===== config.mk =====
export PLATFORM = sky130hd
export DESIGN_NAME = biquad_resonant_controller_antiwindup
export DESIGN_NICKNAME = d
export VERILOG_FILES = /design/src/rtl/bqrc_pkg.sv /design/src/rtl/biquad_resonant_controller_antiwindup.sv /design/src/rtl/bqrc_mac.sv
export SDC_FILE = /design/constraint.sdc
export NUM_CORES = 2
export LEC_CHECK = 0
export CAP_MARGIN = 15
export CORE_AREA = 5 5 320 322
export CTS_CLUSTER_DIAMETER = 60
export CTS_CLUSTER_SIZE = 40
export DETAILED_ROUTE_END_ITERATION = 7
export DIE_AREA = 0 0 325 327
export DONT_BUFFER_PORTS = 1
export HOLD_SLACK_MARGIN = 0.15
export PLACE_DENSITY_LB_ADDON = 0.1
export SYNTH_ARGS = -nofsm -noshare
export SYNTH_HDL_FRONTEND = slang
export SYNTH_SLANG_ARGS = --single-unit

===== constraint.sdc =====
create_clock -name i_clk -period 18.4 [get_ports i_clk]
set_input_delay 0.92 -clock i_clk [delete_from_list [all_inputs] [get_ports i_clk]]
set_output_delay 0.92 -clock i_clk [all_outputs]
set_load 0.03 [all_outputs]

===== src/rtl/bqrc_pkg.sv =====
`default_nettype none
package bqrc_pkg;

    localparam int FRAC_BITS       = 28;
    localparam int KB_WIDTH        = 29;
    localparam int ACC_WIDTH       = 64;
    localparam int PC_WIDTH        = 4;
    localparam int CFG_INDEX_WIDTH = 4;

    localparam logic [CFG_INDEX_WIDTH-1:0] REG_B0      = 4'd0;
    localparam logic [CFG_INDEX_WIDTH-1:0] REG_B1      = 4'd1;
    localparam logic [CFG_INDEX_WIDTH-1:0] REG_B2      = 4'd2;
    localparam logic [CFG_INDEX_WIDTH-1:0] REG_A1      = 4'd3;
    localparam logic [CFG_INDEX_WIDTH-1:0] REG_A2      = 4'd4;
    localparam logic [CFG_INDEX_WIDTH-1:0] REG_OUT_MIN = 4'd5;
    localparam logic [CFG_INDEX_WIDTH-1:0] REG_OUT_MAX = 4'd6;
    localparam logic [CFG_INDEX_WIDTH-1:0] REG_KB      = 4'd7;

    localparam logic [KB_WIDTH-1:0] KB_RESET = {1'b1, {(KB_WIDTH-1){1'b0}}};

    localparam logic [1:0] SAT_NONE  = 2'd0;
    localparam logic [1:0] SAT_UPPER = 2'd1;
    localparam logic [1:0] SAT_LOWER = 2'd2;

    typedef enum logic [2:0] {
        ASEL_B0, ASEL_B1, ASEL_B2, ASEL_A1, ASEL_A2, ASEL_KB
    } t_asel;

    typedef enum logic [2:0] {
        BSEL_X, BSEL_X1, BSEL_X2, BSEL_Y1, BSEL_Y2, BSEL_DIFF
    } t_bsel;

    typedef enum logic [1:0] {
        ACC_HOLD, ACC_LOAD, ACC_ADD, ACC_SUB
    } t_acc;

    typedef enum logic [2:0] {
        OP_NONE, OP_ACCEPT, OP_ROUND, OP_RAW, OP_CLAMP, OP_DIFF, OP_FB, OP_OUT
    } t_op;

    typedef enum logic [1:0] {
        JMP_NEXT, JMP_NO_IN, JMP_OUT_BUSY
    } t_jmp;

    typedef struct packed {
        logic mul_en;
        t_acc acc;
    } t_mac_ctrl;

    typedef struct packed {
        t_asel                asel;
        t_bsel                bsel;
        t_mac_ctrl            mac;
        t_op                  op;
        t_jmp                 jmp;
        logic [PC_WIDTH-1:0]  target;
    } t_ctrl;

    function automatic t_ctrl cw(t_asel a, t_bsel b, logic mul, t_acc acc, t_op op,
                                 t_jmp j, logic [PC_WIDTH-1:0] tgt);
        t_ctrl w;
        w.asel       = a;
        w.bsel       = b;
        w.mac.mul_en = mul;
        w.mac.acc    = acc;
        w.op         = op;
        w.jmp        = j;
        w.target     = tgt;
        return w;
    endfunction

    // Microprogram. The multiplier output is registered, so each accumulate
    // lands in the step after its multiply.
    function automatic t_ctrl prog_word(logic [PC_WIDTH-1:0] pc);
        t_ctrl w;
        case (pc)
            4'd0:  w = cw(ASEL_B0, BSEL_X,    1'b0, ACC_HOLD, OP_ACCEPT, JMP_NO_IN, 4'd0);
            4'd1:  w = cw(ASEL_B0, BSEL_X,    1'b1, ACC_HOLD, OP_NONE,   JMP_NEXT,  4'd0);
            4'd2:  w = cw(ASEL_B1, BSEL_X1,   1'b1, ACC_LOAD, OP_NONE,   JMP_NEXT,  4'd0);
            4'd3:  w = cw(ASEL_B2, BSEL_X2,   1'b1, ACC_ADD,  OP_NONE,   JMP_NEXT,  4'd0);
            4'd4:  w = cw(ASEL_A1, BSEL_Y1,   1'b1, ACC_ADD,  OP_NONE,   JMP_NEXT,  4'd0);
            4'd5:  w = cw(ASEL_A2, BSEL_Y2,   1'b1, ACC_SUB,  OP_NONE,   JMP_NEXT,  4'd0);
            4'd6:  w = cw(ASEL_B0, BSEL_X,    1'b0, ACC_SUB,  OP_NONE,   JMP_NEXT,  4'd0);
            4'd7:  w = cw(ASEL_B0, BSEL_X,    1'b0, ACC_HOLD, OP_ROUND,  JMP_NEXT,  4'd0);
            4'd8:  w = cw(ASEL_B0, BSEL_X,    1'b0, ACC_HOLD, OP_RAW,    JMP_NEXT,  4'd0);
            4'd9:  w = cw(ASEL_B0, BSEL_X,    1'b0, ACC_HOLD, OP_CLAMP,  JMP_NEXT,  4'd0);
            4'd10: w = cw(ASEL_B0, BSEL_X,    1'b0, ACC_HOLD, OP_DIFF,   JMP_NEXT,  4'd0);
            4'd11: w = cw(ASEL_KB, BSEL_DIFF, 1'b1, ACC_HOLD, OP_NONE,   JMP_NEXT,  4'd0);
            4'd12: w = cw(ASEL_B0, BSEL_X,    1'b0, ACC_LOAD, OP_NONE,   JMP_NEXT,  4'd0);
            4'd13: w = cw(ASEL_B0, BSEL_X,    1'b0, ACC_HOLD, OP_ROUND,  JMP_NEXT,  4'd0);
            4'd14: w = cw(ASEL_B0, BSEL_X,    1'b0, ACC_HOLD, OP_FB,     JMP_NEXT,  4'd0);
            // last step: hold until the output register is free, then wrap to 0
            default: w = cw(ASEL_B0, BSEL_X, 1'b0, ACC_HOLD, OP_OUT, JMP_OUT_BUSY, 4'd15);
        endcase
        return w;
    endfunction

endpackage
`default_nettype wire


===== src/rtl/biquad_resonant_controller_antiwindup.sv =====
`default_nettype none
// Biquad resonant controller with output limiting and back-calculation anti-windup.
// Input channel (i_in_valid / o_in_ready) takes one error word plus a limit enable.
// Output channel (o_out_valid / i_out_ready) returns the drive word and the
// saturation status (0 none, 1 upper, 2 lower) for each input word.
// A 16-step microprogram runs one shared multiplier: five MACs for the biquad,
// rounding and saturation, the clamp, and one more multiply for the anti-windup
// correction. A word is accepted at step 0 and its result is loaded into the
// output register at step 15; the next word can be accepted on the following
// cycle, so a new word is taken only once the last one is through.
// The result stays in the output register until taken; meanwhile the next word
// is accepted and computed, and the final step waits only if the previous
// result is still held when the new one is ready.
// Configuration is written through i_cfg_we / i_cfg_index / i_cfg_data, one
// register per cycle; the user must write only while no word is in flight,
// which the block does not enforce. Synchronous active-low reset clears the
// filter history, restores the register defaults and empties the output register.
module biquad_resonant_controller_antiwindup #(
    parameter int SAMPLE_WIDTH = 24,
    parameter int COEF_WIDTH   = 32
) (
    input  wire logic                                        i_clk,
    input  wire logic                                        i_rst_n,
    input  wire logic                                        i_in_valid,
    output logic                                             o_in_ready,
    input  wire logic signed [SAMPLE_WIDTH-1:0]              i_error_sample,
    input  wire logic                                        i_limit_enable,
    output logic                                             o_out_valid,
    input  wire logic                                        i_out_ready,
    output logic signed [SAMPLE_WIDTH-1:0]                   o_drive_value,
    output logic [1:0]                                       o_sat_status,
    input  wire logic                                        i_cfg_we,
    input  wire logic [bqrc_pkg::CFG_INDEX_WIDTH-1:0]        i_cfg_index,
    input  wire logic [((COEF_WIDTH > SAMPLE_WIDTH) ?
                       ((COEF_WIDTH > bqrc_pkg::KB_WIDTH) ? COEF_WIDTH : bqrc_pkg::KB_WIDTH) :
                       ((SAMPLE_WIDTH > bqrc_pkg::KB_WIDTH) ? SAMPLE_WIDTH :
                        bqrc_pkg::KB_WIDTH))-1:0]            i_cfg_data
);

    localparam int SW   = SAMPLE_WIDTH;
    localparam int KW   = bqrc_pkg::KB_WIDTH;
    localparam int FB   = bqrc_pkg::FRAC_BITS;
    localparam int AW   = bqrc_pkg::ACC_WIDTH;
    localparam int PCW  = bqrc_pkg::PC_WIDTH;
    localparam int A_W  = (COEF_WIDTH > KW + 1) ? COEF_WIDTH : KW + 1;
    localparam int B_W  = SW + 1;
    localparam int RW   = AW - FB;      // rounded accumulator width
    localparam int SUMW = RW + 1;       // raw plus correction

    localparam logic signed [SW-1:0] S_MAX = {1'b0, {(SW-1){1'b1}}};
    localparam logic signed [SW-1:0] S_MIN = {1'b1, {(SW-1){1'b0}}};
    localparam logic signed [RW-1:0] R_MAX = RW'(S_MAX);
    localparam logic signed [RW-1:0] R_MIN = RW'(S_MIN);
    localparam logic signed [SUMW-1:0] U_MAX = SUMW'(S_MAX);
    localparam logic signed [SUMW-1:0] U_MIN = SUMW'(S_MIN);
    localparam logic signed [AW-1:0] HALF = {{(AW-FB){1'b0}}, 1'b1, {(FB-1){1'b0}}};

    // configuration
    logic signed [COEF_WIDTH-1:0] r_b0, r_b1, r_b2, r_a1, r_a2;
    logic signed [SW-1:0]         r_min, r_max;
    logic [KW-1:0]                r_kb;

    // filter history and working registers
    logic signed [SW-1:0]  r_x, r_x1, r_x2, r_y1, r_y2;
    logic                  r_lim;
    logic signed [RW-1:0]  r_rnd;
    logic signed [SW-1:0]  r_raw, r_drive, r_fb;
    logic [1:0]            r_status;
    logic signed [B_W-1:0] r_diff;

    logic [PCW-1:0] r_pc, n_pc;
    logic           r_out_valid;
    logic signed [SW-1:0] r_out_drive;
    logic [1:0]     r_out_status;

    bqrc_pkg::t_ctrl      ctrl;
    logic signed [A_W-1:0] mul_a;
    logic signed [B_W-1:0] mul_b;
    logic signed [AW-1:0]  acc;
    logic signed [AW-1:0]  acc_half;
    logic signed [SUMW-1:0] fb_sum;
    logic                  out_busy;
    logic                  jump;
    logic                  commit;

    assign ctrl     = bqrc_pkg::prog_word(r_pc);
    assign out_busy = r_out_valid && !i_out_ready;
    assign commit   = (ctrl.op == bqrc_pkg::OP_OUT) && !out_busy;

    always_comb begin
        case (ctrl.asel)
            bqrc_pkg::ASEL_B1: mul_a = A_W'(r_b1);
            bqrc_pkg::ASEL_B2: mul_a = A_W'(r_b2);
            bqrc_pkg::ASEL_A1: mul_a = A_W'(r_a1);
            bqrc_pkg::ASEL_A2: mul_a = A_W'(r_a2);
            bqrc_pkg::ASEL_KB: mul_a = A_W'(signed'({1'b0, r_kb}));
            default:           mul_a = A_W'(r_b0);
        endcase
        case (ctrl.bsel)
            bqrc_pkg::BSEL_X1:   mul_b = B_W'(r_x1);
            bqrc_pkg::BSEL_X2:   mul_b = B_W'(r_x2);
            bqrc_pkg::BSEL_Y1:   mul_b = B_W'(r_y1);
            bqrc_pkg::BSEL_Y2:   mul_b = B_W'(r_y2);
            bqrc_pkg::BSEL_DIFF: mul_b = r_diff;
            default:             mul_b = B_W'(r_x);
        endcase
    end

    bqrc_mac #(
        .A_WIDTH (A_W),
        .B_WIDTH (B_W)
    ) u_mac (
        .i_clk  (i_clk),
        .i_ctrl (ctrl.mac),
        .i_a    (mul_a),
        .i_b    (mul_b),
        .o_acc  (acc)
    );

    // round half up: add half an LSB, then floor
    assign acc_half = acc + HALF;
    assign fb_sum   = SUMW'(r_raw) + SUMW'(r_rnd);

    always_comb begin
        unique case (ctrl.jmp)
            bqrc_pkg::JMP_NO_IN:    jump = !i_in_valid;
            bqrc_pkg::JMP_OUT_BUSY: jump = out_busy;
            default:                jump = 1'b0;
        endcase
        n_pc = jump ? ctrl.target : r_pc + PCW'(1);
    end

    assign o_in_ready = (ctrl.op == bqrc_pkg::OP_ACCEPT);

    always_ff @(posedge i_clk) begin
        if (!i_rst_n) begin
            r_pc        <= '0;
            r_out_valid <= 1'b0;
            r_b0        <= '0;
            r_b1        <= '0;
            r_b2        <= '0;
            r_a1        <= '0;
            r_a2        <= '0;
            r_min       <= S_MIN;
            r_max       <= S_MAX;
            r_kb        <= bqrc_pkg::KB_RESET;
            r_x1        <= '0;
            r_x2        <= '0;
            r_y1        <= '0;
            r_y2        <= '0;
        end else begin
            r_pc <= n_pc;
            if (i_cfg_we) begin
                case (i_cfg_index)
                    bqrc_pkg::REG_B0:      r_b0  <= i_cfg_data[COEF_WIDTH-1:0];
                    bqrc_pkg::REG_B1:      r_b1  <= i_cfg_data[COEF_WIDTH-1:0];
                    bqrc_pkg::REG_B2:      r_b2  <= i_cfg_data[COEF_WIDTH-1:0];
                    bqrc_pkg::REG_A1:      r_a1  <= i_cfg_data[COEF_WIDTH-1:0];
                    bqrc_pkg::REG_A2:      r_a2  <= i_cfg_data[COEF_WIDTH-1:0];
                    bqrc_pkg::REG_OUT_MIN: r_min <= i_cfg_data[SW-1:0];
                    bqrc_pkg::REG_OUT_MAX: r_max <= i_cfg_data[SW-1:0];
                    bqrc_pkg::REG_KB:      r_kb  <= i_cfg_data[KW-1:0];
                    default: ;
                endcase
            end
            if (commit) begin
                r_x2        <= r_x1;
                r_x1        <= r_x;
                r_y2        <= r_y1;
                r_y1        <= r_fb;
                r_out_valid <= 1'b1;
            end else if (i_out_ready) begin
                r_out_valid <= 1'b0;
            end
        end
    end

    // datapath registers, no reset needed
    always_ff @(posedge i_clk) begin
        case (ctrl.op)
            bqrc_pkg::OP_ACCEPT: begin
                if (i_in_valid) begin
                    r_x   <= i_error_sample;
                    r_lim <= i_limit_enable;
                end
            end
            bqrc_pkg::OP_ROUND: r_rnd <= acc_half[AW-1:FB];
            bqrc_pkg::OP_RAW: begin
                if (r_rnd > R_MAX) begin
                    r_raw <= S_MAX;
                end else if (r_rnd < R_MIN) begin
                    r_raw <= S_MIN;
                end else begin
                    r_raw <= r_rnd[SW-1:0];
                end
            end
            bqrc_pkg::OP_CLAMP: begin
                // upper limit checked first, so inverted limits favor out_max
                if (r_lim && (r_raw > r_max)) begin
                    r_drive  <= r_max;
                    r_status <= bqrc_pkg::SAT_UPPER;
                end else if (r_lim && (r_raw < r_min)) begin
                    r_drive  <= r_min;
                    r_status <= bqrc_pkg::SAT_LOWER;
                end else begin
                    r_drive  <= r_raw;
                    r_status <= bqrc_pkg::SAT_NONE;
                end
            end
            // without limiting the difference is zero, so fb comes out as raw
            bqrc_pkg::OP_DIFF: r_diff <= B_W'(r_drive) - B_W'(r_raw);
            bqrc_pkg::OP_FB: begin
                if (fb_sum > U_MAX) begin
                    r_fb <= S_MAX;
                end else if (fb_sum < U_MIN) begin
                    r_fb <= S_MIN;
                end else begin
                    r_fb <= fb_sum[SW-1:0];
                end
            end
            bqrc_pkg::OP_OUT: begin
                if (!out_busy) begin
                    r_out_drive  <= r_drive;
                    r_out_status <= r_status;
                end
            end
            default: ;
        endcase
    end

    assign o_out_valid   = r_out_valid;
    assign o_drive_value = r_out_drive;
    assign o_sat_status  = r_out_status;

endmodule
`default_nettype wire


===== src/rtl/bqrc_mac.sv =====
`default_nettype none
module bqrc_mac #(
    parameter int A_WIDTH = 32,
    parameter int B_WIDTH = 25
) (
    input  wire logic                                     i_clk,
    input  wire bqrc_pkg::t_mac_ctrl                      i_ctrl,
    input  wire logic signed [A_WIDTH-1:0]                i_a,
    input  wire logic signed [B_WIDTH-1:0]                i_b,
    output logic signed [bqrc_pkg::ACC_WIDTH-1:0]         o_acc
);

    localparam int AW = bqrc_pkg::ACC_WIDTH;
    localparam int PW = A_WIDTH + B_WIDTH;

    logic signed [PW-1:0] r_prod;
    logic signed [AW-1:0] r_acc;
    logic signed [AW-1:0] prod_ext;

    // sign-extends, or wraps modulo 2^64 when the product is wider
    assign prod_ext = AW'(r_prod);

    always_ff @(posedge i_clk) begin
        if (i_ctrl.mul_en) begin
            r_prod <= PW'(i_a) * PW'(i_b);
        end
        case (i_ctrl.acc)
            bqrc_pkg::ACC_LOAD: r_acc <= prod_ext;
            bqrc_pkg::ACC_ADD:  r_acc <= r_acc + prod_ext;
            bqrc_pkg::ACC_SUB:  r_acc <= r_acc - prod_ext;
            default:            r_acc <= r_acc;
        endcase
    end

    assign o_acc = r_acc;

endmodule
`default_nettype wire

# After elaboration in Yosys (flattened, before gate mapping)
# Memories as Yosys holds them, arrays and structs flattened. A register that Yosys moved wholly into a read port is not among the register bits.
# Index checks and enable logic that the tools add are counted.
classes:
  magnitude_cmp: 6
  bitwise_logic: 1
  div: 0
  n_mux: 13
  n_addsub: 6
  shift: 0
  reduce_logical: 20
  eq_ne: 29
  multipliers: 1
ops:
  columns: ["operator", "n"]
  rows:
  - ["one-hot mux 64 bit (3 select lines)", 1]
  - ["one-hot mux 32 bit (5 select lines)", 1]
  - ["one-hot mux 25 bit (5 select lines)", 1]
  - ["2-to-1 mux 24 bit", 4]
  - ["adder 64 x 29 -> 64 bit (second input constant)", 1]
  - ["adder 64 x 57 -> 64 bit", 1]
  - ["subtractor 64 x 57 -> 64 bit", 1]
  - ["multiplier 32 x 25 -> 57 bit", 1]
  - ["adder 24 x 36 -> 37 bit", 1]
  - ["> comparator 37 x 24 -> 1 bit (second input constant)", 1]
  - ["less-than comparator 37 x 24 -> 1 bit (second input constant)", 1]
  - ["> comparator 36 x 24 -> 1 bit (second input constant)", 1]
  - ["less-than comparator 36 x 24 -> 1 bit (second input constant)", 1]
  - ["subtractor 24 x 24 -> 25 bit", 1]
  - ["equality test 3 bit (second input constant)", 8]
  - ["> comparator 24 bit", 1]
  - ["less-than comparator 24 bit", 1]
  - ["AND reduction 2 bit", 10]
  - ["equality test 3 x 2 -> 1 bit (second input constant)", 6]
  - ["equality test 4 x 3 -> 1 bit (second input constant)", 4]
  - ["equality test 3 x 1 -> 1 bit (second input constant)", 3]
  - ["equality test 4 x 2 -> 1 bit (second input constant)", 2]
  - ["2-to-1 mux 4 bit", 2]
  - ["equality test 2 bit (second input constant)", 3]
  - ["other kinds (12)", 19]
totals:
  regBits: 645
  latch_bits: 0
  output_inout_bits: 28
  n_memories: 1
  inputBits: 66
  ramBits: 0
  rom_bits: 288
  word_cells: 103
mem_list:
  columns: ["name", "depth", "width", "read_ports", "rd_clocked_by_memory_dff", "wr", "line", "source"]
  rows:
  - ["(name not given)", 16, 18, 1, 1, 0, "bqrc_pkg.sv:76", "case (pc)"]

# Depth between registers and ports, before layout
depth:
  word_depth: 5
  ltp_mapped: 36
  depth_no_buf: 32

# Cells and area by module
# A second synthesis with hierarchy kept.
hier_totals:
  cells_unflattened: 7145
  hier_area_um2: 65442.8
by_module_without_submodules:
  columns: ["module", "seq_area_each_um2", "cells_per_inst", "area_each_um2", "instances"]
  rows:
  - ["bqrc_mac", 3633.5, 4025, 37477.2, 1]
  - ["biquad_resonant_controller_antiwindup", 12572.1, 3120, 27965.6, 1]

# Worst setup path after synthesis
# OpenSTA, ideal clock, no wires.
synth_path:
  path_type: "reg2reg"
  from: "register, netlist name ctrl[15]"
  to: "register u_mac.r_prod[54] (data pin)"
  path_stages_with_launch: 34
  period_less_slack_ns: 8.747
  setup_slack_ns: 9.653
  path_buffers: 5
  required_ns: 18.265
  arrival_ns: 8.612
  setup_time_ns: 0.135
  path_cell_list: "dfxtp_1 clkbuf_1 inv_2 nor3_1 clkbuf_1 a222oi_1 nor2_1 clkbuf_1 clkbuf_1 nand2_1 fa_1 inv_1 fa_1 inv_1 fa_1 fa_1 inv_1 fa_1 fa_1 inv_1 fa_1 inv_1 ha_1 clkbuf_1 a21oi_1 o21ai_1 a31oi_1 o21ai_0 a211oi_1 a311oi_1 a211oi_1 o31ai_1 or4b_1 nand3_1"
synth_via:
  elab_chain_cells: 3
  word_cells_on_any_way: 7
  classes_between: "mul (1); eq/ne (5); mux (1)"
synth_lines:
  columns: ["element", "line", "source"]
  rows:
  - ["equality test 3 bit (tied with other cells)", "biquad_resonant_controller_antiwindup.sv:91", "case (ctrl.asel)"]
  - ["one-hot mux 32 bit (5 select lines) *", "biquad_resonant_controller_antiwindup.sv:91", null]
  - ["multiplier 32 x 25 -> 57 bit *", "bqrc_mac.sv:25", "r_prod <= PW'(i_a) * PW'(i_b);"]
  - ["end signal: assignment", "bqrc_mac.sv:25", null]
  - ["end: declaration", "bqrc_mac.sv:16", "logic signed [PW-1:0] r_prod;"]
# Mark *: on every way between the ends. The rest lies on a longest branch, timed or not.
# A chain may end at the register's enable or synchronous reset.

# Final worst setup path
layout_path:
  from: "register, netlist name ctrl[15]"
  to: "register u_mac.r_prod[54] (data pin)"
layout_via:
  elab_chain_cells: 3
  word_cells_on_any_way: 7
  classes_between: "mul (1); eq/ne (5); mux (1)"
layout_lines:
  columns: ["element", "line"]
  rows:
  - ["equality test 3 bit (tied with other cells)", "biquad_resonant_controller_antiwindup.sv:91"]
  - ["one-hot mux 32 bit (5 select lines) *", "biquad_resonant_controller_antiwindup.sv:91"]
  - ["multiplier 32 x 25 -> 57 bit *", "bqrc_mac.sv:25"]
# Marked as above.

==> out/metrics.yaml <==
synthesis:
  synth_top_family_by_area: "adder cells"
  ys_warn_count: 0
  ys.flop_type: "dfxtp_1"
  syn_inst: 7071
  synth-seq-cells: 656
  synth_area_per_cell_sq_um: 9.03
  yosys.area_share.adder_pct: 32.3
  synth_compound_area_share_pct: 15.3
  syn-cell-area_sq_um: 63900
  syn-num-nets: 8295
  synth-simple-area-share_pct: 14.5
  async_flop_share_pct: 0
  seq_area_frac_synth_pct: 25.4
  muxShareOfSynthArea_pct: 1.02
  ys_types: 92
  synth_xor_xnor_area_share_pct: 3.36
  synth_edf_count: 307
place:
  place.port_buffers: 0
  gp_congestion: 0.996
  dp_hpwl_um: 145000
status:
  status: "completed"
grt:
  grt_max_degree: 337
  grt_first_pass_wirelength_um: 306000
  grt_antenna_before_repair: 4
  grt_overflow: 0
  grt.total_usage_pct: 37.3
  grt_pass1_vias: 50700
clocking:
  clk_pin_slew_ns: 0.10
  post_cts_resized: 0
  cts_tree: "built"
  cts_setup_buffers: 0
  clk_latency_ns: 0.75
  cts_sinks: 656
  root_buffer: "clkbuf_16"
  cts_buffers: 60
  h-tree-depth: 2
  cts_buffer_depth: 3
  ctsHoldBuffers: 0
floorplan:
  die-area_sq_um: 106000
  core-area_sq_um: 99300
  io_pins: 94
  start_util_pct: 64.3
  rows: 116
  die_w_um: 325
  die_h_um: 327
critical_path:
  worst_path_most_repeated_cell: "fa_1"
  reg2reg_slack_ns: 7.32
  worstPathRequired_ns: 18.94
  ff2ff_path_depth: 32
  slowest_stage: "o21a_1"
  crit_family: "adder cells"
  cp.buffers_inverters: 9
  cp-start-kind: "flip-flop"
  r2r_start: "ctrl[15]"
  cp-end-kind: "flip-flop"
  path_max_fanout: 54
  cp_data_arrival_time_ns: 11.63
  path_class: "flip-flop to flip-flop"
  cpPeakStageDelay_ns: 0.88
  reg2reg_to: "u_mac.r_prod[54]"
  crit_cells: 32
timing:
  rsz0062_at_grt: "false"
  worst_hold_slack_ns: 0.266
  fin_crit_ns: 11.08
  finalSetupTns_ns: 0
  min_period_over_period_pct: 60.2
  fin_skew_ns: 0.0965
  max_slew_margin_pct: 11.7
  max_freq_mhz: 90.2
  setup_viol: 0
  slew_violations: 0
  hold_viol: 0
  tightest_slew_ns: 1.29
hold_path:
  hp-start: "i_error_sample[2]"
  holdPathEnd: "r_x[2]"
  worstHoldPathCells: 0
  hold_path_class: "input pin to flip-flop"
route:
  ant_nets: 0
  firstDrtPassIters: 7
  vias: 51400
  drc: 0
  drt_wl_total_um: 200000
  via_per_inst: 6.28
  routedWlPerCell_um: 24.4
  drtIter0Drc: 5394
final_layout:
  nNetsFinal: 8043
  flow.area_growth_from_synthesis_pct: 5.34
  drive_gt1_share_pct: 5.33
run:
  maxCapViolCount: 0
layout by cell type (no fill, tap or decap), types with 104 or more instances in the layout:
| cell | netlist | final |
|---|---|---|
| a21oi_1 | 223 | 221 |
| a21boi_0 | 317 | 317 |
| edfxtp_1 | 307 | 307 |
| xnor2_1 | 141 | 141 |
| inv_1 | 937 | 935 |
| nand2_1 | 1184 | 1184 |
| fa_1 | 822 | 822 |
| a21o_1 | 129 | 129 |
| nor2_1 | 564 | 556 |
| o21ai_0 | 185 | 172 |
| xor2_1 | 104 | 104 |
| ha_1 | 336 | 336 |
| dfxtp_1 | 349 | 346 |
how the worst max path moves through the flow:
| stage | slack [ns] | to | start |
|---|---|---|---|
| global placement | 7.88 | u_mac.r_prod[54] | ctrl[16] |
| finish | 7.32 | u_mac.r_prod[54] | ctrl[15] |
| floorplan | 9.65 | u_mac.r_prod[54] | ctrl[15] |
| CTS | 7.57 | u_mac.r_prod[54] | ctrl[16] |
| detailed placement | 7.73 | u_mac.r_prod[54] | ctrl[16] |
| global route | 6.89 | u_mac.r_prod[54] | ctrl[16] |
cell usage after synthesis, drive strengths merged (14+ instances only):
cell type | number | area (sq um)
nand4 | 44 | 275
nand3 | 67 | 335
or3 | 36 | 246
clkbuf | 364 | 1370
a22oi | 25 | 188
inv | 939 | 3520
o21a | 69 | 518
fa | 822 | 16500
nand2 | 1184 | 4440
mux2 | 42 | 473
a31oi | 71 | 444
ha | 336 | 4200
a221o | 24 | 240
and2 | 16 | 100
o21ai | 206 | 1030
xor2 | 104 | 911
buf | 47 | 274
a211oi | 34 | 260
a21o | 129 | 968
nand2b | 60 | 383
xnor2 | 141 | 1230
o21bai | 31 | 233
nor2b | 23 | 144
mux2i | 18 | 180
nor4 | 37 | 231
nor2 | 565 | 2130
nor3 | 55 | 275
dfxtp | 349 | 6990
o31ai | 25 | 215
a21boi | 317 | 2380
a21oi | 224 | 1120
nor3b | 14 | 110
o211ai | 86 | 646
and3 | 34 | 213
or2 | 16 | 100
edfxtp | 307 | 9220
o22ai | 41 | 257
area by class of cell:
cell class | count | area [sq um]
tap | 1298 | 1620
inverter | 939 | 3530
clock inverter | 53 | 853
fill | 7983 | 32000
timing repair buffer | 97 | 748
antenna | 3 | 7.51
sequential | 656 | 16200
multi-input combinational | 5065 | 42800
clock buffer | 61 | 1520
layer usage:
metal,track usage (%),vias up,routed length [um]
li1,-,22700,-
met1,49.7,25200,76400
met2,56.0,2849,86600
met3,10.3,610,23500
met4,19.7,4,13100
met5,0,-,27
registers in the layout (all words and copies together) (netlist names), 25 cells and up:
name and count:
u_mac.o_acc 64, r_b0 32, r_kb 29, u_mac.r_prod 57, r_diff 25, r_a1 32
r_rnd 36, r_a2 32, r_b2 32, r_b1 32
cell families (layout without fill, tap and decap cells):
kind of cell / count (synthesis) / in the layout
simple gates: 2186 / 2186
compound gates: 1416 / 1416
buf+inv: 1350 / 1150
fa+ha+maj: 1158 / 1158
flops: 656 / 656
xor+xnor: 245 / 245
mux: 60 / 60
other cells: 0 / 3
metrics by stage:
| stage | std cells | utilization (%) | setup WS (ns) | area [sq um] |
|---|---|---|---|---|
| 2_1_floorplan | 7071 | - | 9.65 | 63900 |
| 3_3_place_gp | 8051 | 65.3 | 7.88 | 64900 |
| 3_5_place_dp | 8051 | 65.3 | 7.73 | 64900 |
| 4_1_cts | 8165 | 67.7 | 7.57 | 67200 |
| 5_1_grt | 8169 | 67.8 | 6.89 | 67300 |
| 6_report | 8172 | 67.8 | 7.32 | 67300 |
Power is left out: the tool's default activity adds up to more than one toggle a clock period on the data nets, which glitch-free logic cannot reach.
